$ cat src/hw/rtl/cpr_pkg.sv
// Shared types and constants for the clock page replacer.
package cpr_pkg;

  localparam int FRAME_SLOTS = 64;
  localparam int FRAME_W     = 6;
  localparam int CNT_W       = $clog2(FRAME_SLOTS + 1);
  localparam int STEP_W      = CNT_W + 1;
  localparam int QUEUE_DEPTH = 2;
  localparam int QPTR_W      = $clog2(QUEUE_DEPTH);
  localparam int QFILL_W     = $clog2(QUEUE_DEPTH + 1);

  localparam logic [CNT_W-1:0] CNT_MAX = CNT_W'(FRAME_SLOTS);

  typedef enum logic [1:0] {
    KIND_VICTIM = 2'd0,
    KIND_PIN    = 2'd1,
    KIND_UNPIN  = 2'd2,
    KIND_ACCESS = 2'd3
  } kind_t;

  typedef enum logic [2:0] {
    OP_NOP,
    OP_VICTIM,
    OP_PIN,
    OP_UNPIN,
    OP_ACCESS
  } op_t;

  typedef enum logic {
    BK_IDLE,
    BK_WALK
  } back_state_t;

  typedef struct packed {
    kind_t              kind;
    logic [FRAME_W-1:0] frame;
  } in_item_t;

  typedef struct packed {
    logic               found;
    logic [FRAME_W-1:0] victim_frame;
  } out_item_t;

  typedef struct packed {
    op_t                op;
    logic [FRAME_W-1:0] frame;
  } cmd_t;

  typedef struct packed {
    logic valid;
    cmd_t cmd;
  } q_head_t;

endpackage

$ cat src/hw/rtl/cpr_front.sv
// Front end: frame count register, command decode and command queue.
module cpr_front (
  input  logic                        clk,
  input  logic                        rst_n,
  input  logic                        start,
  output logic                        busy,
  input  cpr_pkg::in_item_t           in_data,
  input  logic                        cfg_we,
  input  logic [cpr_pkg::CNT_W-1:0]   cfg_wdata,
  output logic [cpr_pkg::CNT_W-1:0]   active_cnt,
  output cpr_pkg::q_head_t            head,
  input  logic                        pop
);

  logic [cpr_pkg::CNT_W-1:0]   cfg_r;
  cpr_pkg::cmd_t               q_mem [cpr_pkg::QUEUE_DEPTH];
  logic [cpr_pkg::QPTR_W-1:0]  wr_ptr_r, wr_ptr_nxt;
  logic [cpr_pkg::QPTR_W-1:0]  rd_ptr_r, rd_ptr_nxt;
  logic [cpr_pkg::QFILL_W-1:0] fill_r, fill_nxt;
  logic                        push;
  logic                        do_pop;
  cpr_pkg::cmd_t               cmd;

  always_ff @(posedge clk) begin
    if (!rst_n) begin
      cfg_r <= cpr_pkg::CNT_MAX;
    end else if (cfg_we) begin
      cfg_r <= cfg_wdata;
    end
  end

  assign active_cnt = (cfg_r > cpr_pkg::CNT_MAX) ? cpr_pkg::CNT_MAX : cfg_r;

  // decode; out-of-range frame updates become no-ops
  always_comb begin
    cmd.frame = in_data.frame;
    case (in_data.kind)
      cpr_pkg::KIND_VICTIM: cmd.op = cpr_pkg::OP_VICTIM;
      cpr_pkg::KIND_PIN:    cmd.op = cpr_pkg::OP_PIN;
      cpr_pkg::KIND_UNPIN:  cmd.op = cpr_pkg::OP_UNPIN;
      cpr_pkg::KIND_ACCESS: cmd.op = cpr_pkg::OP_ACCESS;
      default:              cmd.op = cpr_pkg::OP_NOP;
    endcase
    if (in_data.kind != cpr_pkg::KIND_VICTIM &&
        {1'b0, in_data.frame} >= active_cnt) begin
      cmd.op = cpr_pkg::OP_NOP;
    end
  end

  assign busy   = (fill_r == cpr_pkg::QFILL_W'(cpr_pkg::QUEUE_DEPTH));
  assign push   = start && !busy;
  assign do_pop = pop && (fill_r != '0);

  always_comb begin
    wr_ptr_nxt = push   ? wr_ptr_r + 1'b1 : wr_ptr_r;
    rd_ptr_nxt = do_pop ? rd_ptr_r + 1'b1 : rd_ptr_r;
    fill_nxt   = fill_r;
    if (push && !do_pop) begin
      fill_nxt = fill_r + 1'b1;
    end else if (!push && do_pop) begin
      fill_nxt = fill_r - 1'b1;
    end
  end

  always_ff @(posedge clk) begin
    if (!rst_n) begin
      wr_ptr_r <= '0;
      rd_ptr_r <= '0;
      fill_r   <= '0;
    end else begin
      wr_ptr_r <= wr_ptr_nxt;
      rd_ptr_r <= rd_ptr_nxt;
      fill_r   <= fill_nxt;
    end
  end

  always_ff @(posedge clk) begin
    if (push) begin
      q_mem[wr_ptr_r] <= cmd;
    end
  end

  assign head.valid = (fill_r != '0);
  assign head.cmd   = q_mem[rd_ptr_r];

endmodule

$ cat src/hw/rtl/cpr_back.sv
// Back end: frame marks, clock hand and the victim walk.
module cpr_back (
  input  logic                      clk,
  input  logic                      rst_n,
  input  logic [cpr_pkg::CNT_W-1:0] active_cnt,
  input  cpr_pkg::q_head_t          head,
  output logic                      pop,
  output logic                      out_valid,
  output cpr_pkg::out_item_t        out_data
);

  cpr_pkg::back_state_t                state_r, state_nxt;
  logic [cpr_pkg::FRAME_SLOTS-1:0]     pinned_r, pinned_nxt;
  logic [cpr_pkg::FRAME_SLOTS-1:0]     empty_r, empty_nxt;
  logic [cpr_pkg::FRAME_SLOTS-1:0]     ref_r, ref_nxt;
  logic [cpr_pkg::FRAME_W-1:0]         hand_r, hand_nxt;
  logic [cpr_pkg::STEP_W-1:0]          step_r, step_nxt;
  logic                                out_valid_r, out_valid_nxt;
  cpr_pkg::out_item_t                  out_data_r, out_data_nxt;

  logic [cpr_pkg::CNT_W-1:0]           hand_inc;
  logic [cpr_pkg::FRAME_W-1:0]         hand_adv;
  logic [cpr_pkg::STEP_W-1:0]          step_limit;
  logic                                last_step;
  logic                                skip;
  logic                                second;
  logic                                pick;

  assign hand_inc   = {1'b0, hand_r} + 1'b1;
  assign hand_adv   = (hand_inc >= active_cnt) ? '0 : hand_inc[cpr_pkg::FRAME_W-1:0];
  assign step_limit = {active_cnt, 1'b0};
  assign last_step  = (step_r + 1'b1) == step_limit;
  assign skip       = pinned_r[hand_r] || empty_r[hand_r];
  assign second     = !skip && ref_r[hand_r];
  assign pick       = !skip && !ref_r[hand_r];

  // next state
  always_comb begin
    state_nxt = state_r;
    case (state_r)
      cpr_pkg::BK_IDLE: begin
        if (head.valid && head.cmd.op == cpr_pkg::OP_VICTIM && active_cnt != '0) begin
          state_nxt = cpr_pkg::BK_WALK;
        end
      end
      cpr_pkg::BK_WALK: begin
        if (pick || last_step) begin
          state_nxt = cpr_pkg::BK_IDLE;
        end
      end
      default: state_nxt = cpr_pkg::BK_IDLE;
    endcase
  end

  // datapath and outputs
  always_comb begin
    pop           = 1'b0;
    pinned_nxt    = pinned_r;
    empty_nxt     = empty_r;
    ref_nxt       = ref_r;
    hand_nxt      = hand_r;
    step_nxt      = step_r;
    out_valid_nxt = 1'b0;
    out_data_nxt  = '0;
    case (state_r)
      cpr_pkg::BK_IDLE: begin
        if (head.valid) begin
          pop           = 1'b1;
          out_valid_nxt = 1'b1;
          case (head.cmd.op)
            cpr_pkg::OP_VICTIM: begin
              if (active_cnt != '0) begin
                out_valid_nxt = 1'b0;
                step_nxt      = '0;
                if ({1'b0, hand_r} >= active_cnt) begin
                  hand_nxt = '0;
                end
              end
            end
            cpr_pkg::OP_PIN: begin
              pinned_nxt[head.cmd.frame] = 1'b1;
              empty_nxt[head.cmd.frame]  = 1'b0;
            end
            cpr_pkg::OP_UNPIN: begin
              pinned_nxt[head.cmd.frame] = 1'b0;
              empty_nxt[head.cmd.frame]  = 1'b0;
            end
            cpr_pkg::OP_ACCESS: begin
              ref_nxt[head.cmd.frame] = 1'b1;
            end
            default: ;
          endcase
        end
      end
      cpr_pkg::BK_WALK: begin
        hand_nxt = hand_adv;
        step_nxt = step_r + 1'b1;
        if (second) begin
          ref_nxt[hand_r] = 1'b0;
        end
        if (pick) begin
          empty_nxt[hand_r]         = 1'b1;
          out_valid_nxt             = 1'b1;
          out_data_nxt.found        = 1'b1;
          out_data_nxt.victim_frame = hand_r;
        end else if (last_step) begin
          out_valid_nxt = 1'b1;
        end
      end
      default: ;
    endcase
  end

  always_ff @(posedge clk) begin
    if (!rst_n) begin
      state_r     <= cpr_pkg::BK_IDLE;
      pinned_r    <= '0;
      empty_r     <= '1;
      ref_r       <= '0;
      hand_r      <= '0;
      step_r      <= '0;
      out_valid_r <= 1'b0;
    end else begin
      state_r     <= state_nxt;
      pinned_r    <= pinned_nxt;
      empty_r     <= empty_nxt;
      ref_r       <= ref_nxt;
      hand_r      <= hand_nxt;
      step_r      <= step_nxt;
      out_valid_r <= out_valid_nxt;
    end
  end

  always_ff @(posedge clk) begin
    out_data_r <= out_data_nxt;
  end

  assign out_valid = out_valid_r;
  assign out_data  = out_data_r;

  a_walk_hand_in_range: assert property (@(posedge clk) disable iff (!rst_n)
    state_r == cpr_pkg::BK_WALK |-> {1'b0, hand_r} < active_cnt)
    else $error("hand outside active frames during walk");

  a_walk_bounded: assert property (@(posedge clk) disable iff (!rst_n)
    state_r == cpr_pkg::BK_WALK |-> step_r < step_limit)
    else $error("walk ran past its step limit");

  a_victim_in_range: assert property (@(posedge clk) disable iff (!rst_n)
    out_valid_r && out_data_r.found |-> {1'b0, out_data_r.victim_frame} < active_cnt)
    else $error("victim outside active frames");

  a_none_zero: assert property (@(posedge clk) disable iff (!rst_n)
    out_valid_r && !out_data_r.found |-> out_data_r.victim_frame == '0)
    else $error("nonzero frame without a victim");

  a_no_pop_in_walk: assert property (@(posedge clk) disable iff (!rst_n)
    state_r == cpr_pkg::BK_WALK |-> !pop)
    else $error("queue popped during walk");

endmodule

$ cat src/hw/rtl/clock_page_replacer_unit.sv
// Top level of the clock page replacer: front end, command queue and back end.
// Commands transfer on start while busy is low and enter a two-entry queue;
// busy rises only when that queue is full. Every command gives exactly one
// result, shown on out_data for one cycle with out_valid high; the receiver
// cannot stall it. Pin, unpin, access and ignored commands are handled in the
// back end's idle state without a walk. A victim request walks one frame per
// cycle from the clock hand, examining at most twice the active frame count
// (128 at full size); with a zero count it gives a result with found low and
// no walk. The user must write cfg_wdata only while no command is outstanding;
// the block does not enforce this. Values above 64 act as 64.
module clock_page_replacer_unit (
  input  logic                      clk,
  input  logic                      rst_n,
  input  logic                      start,
  output logic                      busy,
  input  cpr_pkg::in_item_t         in_data,
  output logic                      out_valid,
  output cpr_pkg::out_item_t        out_data,
  input  logic                      cfg_we,
  input  logic [cpr_pkg::CNT_W-1:0] cfg_wdata
);

  logic [cpr_pkg::CNT_W-1:0] active_cnt;
  cpr_pkg::q_head_t          head;
  logic                      pop;

  cpr_front u_front (
    .clk        (clk),
    .rst_n      (rst_n),
    .start      (start),
    .busy       (busy),
    .in_data    (in_data),
    .cfg_we     (cfg_we),
    .cfg_wdata  (cfg_wdata),
    .active_cnt (active_cnt),
    .head       (head),
    .pop        (pop)
  );

  cpr_back u_back (
    .clk        (clk),
    .rst_n      (rst_n),
    .active_cnt (active_cnt),
    .head       (head),
    .pop        (pop),
    .out_valid  (out_valid),
    .out_data   (out_data)
  );

endmodule

$ cat config.mk
export PLATFORM = sky130hd
export DESIGN_NAME = clock_page_replacer_unit
export DESIGN_NICKNAME = d
export VERILOG_FILES = /design/src/hw/rtl/cpr_pkg.sv /design/src/hw/rtl/cpr_front.sv /design/src/hw/rtl/cpr_back.sv /design/src/hw/rtl/clock_page_replacer_unit.sv
export SDC_FILE = /design/constraint.sdc
export NUM_CORES = 1
export LEC_CHECK = 0
export BUFFER_PORTS_ARGS = -buffer_cell sky130_fd_sc_hd__buf_2
export CAP_MARGIN = 10
export CORE_MARGIN = 8
export CORE_UTILIZATION = 40
export CTS_BUF_LIST = sky130_fd_sc_hd__clkbuf_8
export CTS_CLUSTER_SIZE = 16
export DETAILED_ROUTE_END_ITERATION = 12
export GPL_TIMING_DRIVEN = 0
export MAX_ROUTING_LAYER = met4
export PLACE_DENSITY_LB_ADDON = 0.15
export SYNTH_ARGS = -nofsm -noshare
export SYNTH_HDL_FRONTEND = slang
export SYNTH_SLANG_ARGS = --single-unit
$ cat constraint.sdc
create_clock -name clk -period 3.1 [get_ports clk]
set_clock_uncertainty 0.05 [all_clocks]
set_input_delay 0.465 -clock clk [delete_from_list [all_inputs] [get_ports clk]]
set_output_delay 0.465 -clock clk [all_outputs]
set_load 0.1 [all_outputs]
==> run_results.csv <==
group,metric,value,unit
run_status,run_status,"finished with violations",
run_status,violations,"negative setup slack",
route,drt_pass1_iterations,6,
sta,worst_slack,-0.306,ns
global_route,grt_pass1_wl,88.7,mm
final_layout,final_common_cell,"sky130_fd_sc_hd__dfxtp_1",
synth,post-synth-top-area-fraction,37.2,%
final_layout,count_of_fill_cells_added_during_filler_insertion,2750,
final_layout,insertedDiodeCount,0,
sta,finalSetupViolCount,143,
setup_path,crit_path_capture_type,"register",
setup_path,cp.required,3.43,ns
global_route,grt_antenna_before_repair,0,
placed_design,detailedPlace.worstSlack,-1.27,ns
cts,ctsHtreeMaxLevel,2,
synth,synth_compound_gate_area_share,26.8,%
power_and_ir_drop,post-layout-total-power,8670,µW
global_route,grt_remaining_overflow,0,
synth,syn_area_per_cell,9.06,µm²
setup_path,path_common_cell,"sky130_fd_sc_hd__buf_12",
synth,post_synth_mux_area_share,7.81,%
final_layout,net_count_reported_at_finish,1523,
cts,clk_latency,0.58,ns
setup_path,worst_r2r_endpoint,"u_back.empty_r[58]$_SDFFE_PN1P_",
sta,hold_slack,0.0661,ns
floorplanning,placement_rows,64,
floorplanning,dieArea,36400,µm²
final_layout,final_layout_size_suffix_gt1_share,28.9,%
route,routed_wire_per_std_cell,32.8,µm
synth,synth_nets,1393,
power_and_ir_drop,power.share.combinational,27.2,%
synth,post_synth_and_or_nand_nor_area_fraction,14.6,%
cts,cts-hold-fix-buffers,0,
final_layout,layout.core_utilization,53.6,%
min_path,holdPathStages,3,
sta,layout_worst_path_cycle_share,110,%
setup_path,cp-start-kind,"register",
floorplanning,core_box_area,30300,µm²
power_and_ir_drop,p_seq_share,39.4,%
synth,synth_enable_flop_cells,18,
setup_path,worst-r2r-setup-slack,-0.31,ns
cts,tritoncts,"built",
min_path,timing.hold.worst_endpoint,"u_front.cfg_r[6]$_SDFFE_PN1P_",
synth,synth_top_flop_cell,"sky130_fd_sc_hd__dfxtp_1",
global_route,global_route.usage.total,34.1,%
setup_path,worst-setup-path-type,"register to register",
setup_path,critical_path.slowest_cell,"sky130_fd_sc_hd__or4_4",
global_route,largest_net_degree_at_the_start_of_global_routing,12,
synth,register_area_share_after_synthesis,41.6,%
setup_path,reg2regPathDepth,12,
power_and_ir_drop,leakage,0.00543,µW
sta,max_freq,0.294,GHz
floorplanning,floorplan.initialDensity,40.3,%
sta,final_period_minus_worst_setup_slack,3.41,ns
sta,worstMarginPinSlew,1.34,ns
min_path,worst_hold_path_type,"input port to register",
min_path,worst_hold_startpoint,"cfg_wdata[6]",
synth,synth_largest_area_cell,"sky130_fd_sc_hd__dfxtp_1",
setup_path,regToRegStartpoint,"u_back.hand_r[0]$_SDFFE_PN0P_",
floorplanning,num_io_pins,28,
global_route,grt_pass1_vias,12700,
synth,mappedNetlistArea,12200,µm²
synth,asyncSetResetFlopFracSynth,0,%
power_and_ir_drop,switching_power,3330,µW
cts,cts_inserted_buffers,45,
placed_design,buffer_ports.inserted,25,
synth,synth_xor_xnor_area_share,1.43,%
synth,synthesis.yosys.warnings,0,
route,antenna_left,0,
power_and_ir_drop,power_density,533,nW/µm²
synth,yosys.cell_types.count,74,
setup_path,crit_path_max_incr_delay,0.59,ns
sta,timing_hold_violations_final,0,
synth,adder_cell_area_share_of_the_yosys_netlist,2.56,%
cts,cts_root_buffer,"sky130_fd_sc_hd__clkbuf_8",
floorplanning,die_w,191,µm
final_layout,layout.cells.most_common_list,"222 x sky130_fd_sc_hd__dfxtp_1, 115 x sky130_fd_sc_hd__nor2_1, 81 x sky130_fd_sc_hd__a21oi_1",
synth,synth.top_cells.by_area,"sky130_fd_sc_hd__dfxtp_1 37%, sky130_fd_sc_hd__a311oi_1 4.9%, sky130_fd_sc_hd__edfxtp_1 4.4%, sky130_fd_sc_hd__nor2_1 4.1%, sky130_fd_sc_hd__a21oi_1 4.0%",
setup_path,worst-endpoint-arrival,3.74,ns
sta,rsz0062_at_grt,"true",
synth,synth.ff_latch_count,245,
floorplanning,die-height,191,µm
cts,clkSinkCount,245,
placed_design,place_congestion,1.02,
synth,synthesis.instances,1349,
synth,synth_top_family_by_area,"compound AO/OA/AOI/OAI gates",
sta,slew_violations,0,
final_layout,area_growth_syn_to_layout,33.1,%
power_and_ir_drop,clkPwrFrac,33.4,%
route,drt_first_iter_violations,1842,
placed_design,detailed_place_hpwl,41.5,mm
route,route.vias.total,13300,
power_and_ir_drop,switching_share,38.4,%
cts,path_clk_slew,0.06,ns
route,postRouteWirelength,62.5,mm
setup_path,path_max_fanout,8,
cts,maximum_buffer_depth_of_the_clock_tree,3,
sta,slew_headroom,10.3,%
setup_path,crit_chain,"buf_12, buf_12, nor2b_4, a221o_1, a222oi_1, o2bb2ai_1, or4_4, nand3b_4, buf_12, nand2_2, buf_6, a41oi_1",
route,route.detailed.vias_per_inst,6.99,
route,drt_drc_violations_left,0,
power_and_ir_drop,internal-power,5340,µW
job,cap_violations,0,
power_and_ir_drop,ir_worst_vdd,0.000344,V
## cells in the mapped netlist (7+ instances only)
| master | n |
|---|---|
| sky130_fd_sc_hd__inv_1 | 13 |
| sky130_fd_sc_hd__mux2_2 | 11 |
| sky130_fd_sc_hd__nor2b_1 | 11 |
| sky130_fd_sc_hd__edfxtp_1 | 18 |
| sky130_fd_sc_hd__mux2i_1 | 47 |
| sky130_fd_sc_hd__a311oi_1 | 68 |
| sky130_fd_sc_hd__nor3_1 | 52 |
| sky130_fd_sc_hd__xor2_1 | 8 |
| sky130_fd_sc_hd__xnor2_1 | 12 |
| sky130_fd_sc_hd__a211oi_1 | 34 |
| sky130_fd_sc_hd__o21ai_1 | 18 |
| sky130_fd_sc_hd__a21o_1 | 9 |
| sky130_fd_sc_hd__nand3_1 | 33 |
| sky130_fd_sc_hd__nand2b_1 | 7 |
| sky130_fd_sc_hd__o21ai_0 | 36 |
| sky130_fd_sc_hd__a31oi_1 | 56 |
| sky130_fd_sc_hd__ha_1 | 25 |
| sky130_fd_sc_hd__a22oi_1 | 24 |
| sky130_fd_sc_hd__and2_1 | 9 |
| sky130_fd_sc_hd__o311ai_0 | 18 |
| sky130_fd_sc_hd__clkbuf_1 | 78 |
| sky130_fd_sc_hd__o211ai_1 | 8 |
| sky130_fd_sc_hd__buf_2 | 17 |
| sky130_fd_sc_hd__buf_4 | 14 |
| sky130_fd_sc_hd__and3_1 | 10 |
| sky130_fd_sc_hd__a21oi_1 | 97 |
| sky130_fd_sc_hd__a221oi_1 | 9 |
| sky130_fd_sc_hd__dfxtp_1 | 227 |
| sky130_fd_sc_hd__a41oi_1 | 7 |
| sky130_fd_sc_hd__nor2_1 | 135 |
| sky130_fd_sc_hd__nand2_1 | 86 |
| sky130_fd_sc_hd__mux4_2 | 16 |
| sky130_fd_sc_hd__or3_1 | 10 |
| sky130_fd_sc_hd__o22ai_1 | 7 |
| sky130_fd_sc_hd__o31ai_1 | 24 |
## how the worst max path moves through the flow
| stage | from | slack, ns | to |
|---|---|---|---|
| global placement | u_back.hand_r[1]$_SDFFE_PN0P_ | -1.30 | u_back.ref_r[8]$_SDFFE_PN0P_ |
| finish | u_back.hand_r[0]$_SDFFE_PN0P_ | -0.31 | u_back.empty_r[58]$_SDFFE_PN1P_ |
| global route | u_back.hand_r[1]$_SDFFE_PN0P_ | -0.31 | u_back.empty_r[6]$_SDFFE_PN1P_ |
| floorplan | u_back.hand_r[0]$_SDFFE_PN0P_ | 0.04 | u_back.ref_r[34]$_SDFFE_PN0P_ |
| CTS | u_back.hand_r[0]$_SDFFE_PN0P_ | -0.24 | u_back.empty_r[28]$_SDFFE_PN1P_ |
| detailed placement | u_back.hand_r[1]$_SDFFE_PN0P_ | -1.27 | u_back.ref_r[8]$_SDFFE_PN0P_ |
## timing repair
item	CTS	global route
setup endpoints to repair	206	168
pin swaps	76	60
gates cloned	13	1
resized for setup	316	144
hold endpoints to repair	0	0
buffers inserted	43	17
## cell type report
cell class	count	area, µm²	area share [%]
multi-input cells	967	7840	48.2
flip-flops and latches	245	5100	31.3
repair buffers	94	1000	6.16
plain buffers	107	923	5.68
clock buffers	50	688	4.23
well taps	396	495	3.05
clock inverters	26	108	0.661
inverters	18	100	0.615
repair inverters	1	16.3	0.100
## per-layer routing
metal	GRT usage (%)	wire length (µm)	vias to the layer above
li1	-	-	5450
met1	42.7	24000	6425
met2	47.3	25500	1079
met3	8.50	7590	350
met4	24.4	5420	0
met5	-	0	-
## power groups by stage
stage	Clock (µW)	Sequential (µW)	Combinational, µW
floorplan	0	3460	1080
global placement	0	3440	1940
detailed placement	0	3450	1940
CTS	2890	3400	2180
global route	3020	3420	2370
finish	2890	3410	2360
## kinds of logic after synthesis
group / after synthesis
adders and majority gates: 25
DFF: 245
AOI/OAI and AO/OA: 467
xor gates and xnor gates: 20
and+or+nand+nor: 381
muxes: 74
buffers and inverters: 137
## critical path: cells and delay by family, from the launching register on
family	cells	cell delay, ns
buffers and inverters	4	0.65
flip-flops	1	0.40
AND/OR/NAND/NOR	4	1.11
AO/OA/AOI/OAI	4	0.99
## per-stage QoR
step                      TNS, ns  area (µm²)  cells
after detailed placement  -161.76       12900   1772
after global placement    -164.79       12800   1770
after CTS                  -20.96       15600   1896
after floorplan                 0       12200   1349
final                      -29.34       16300   1904
after global routing       -28.83       16300   1904
Note: power is estimated with default switching activity, not from simulation.
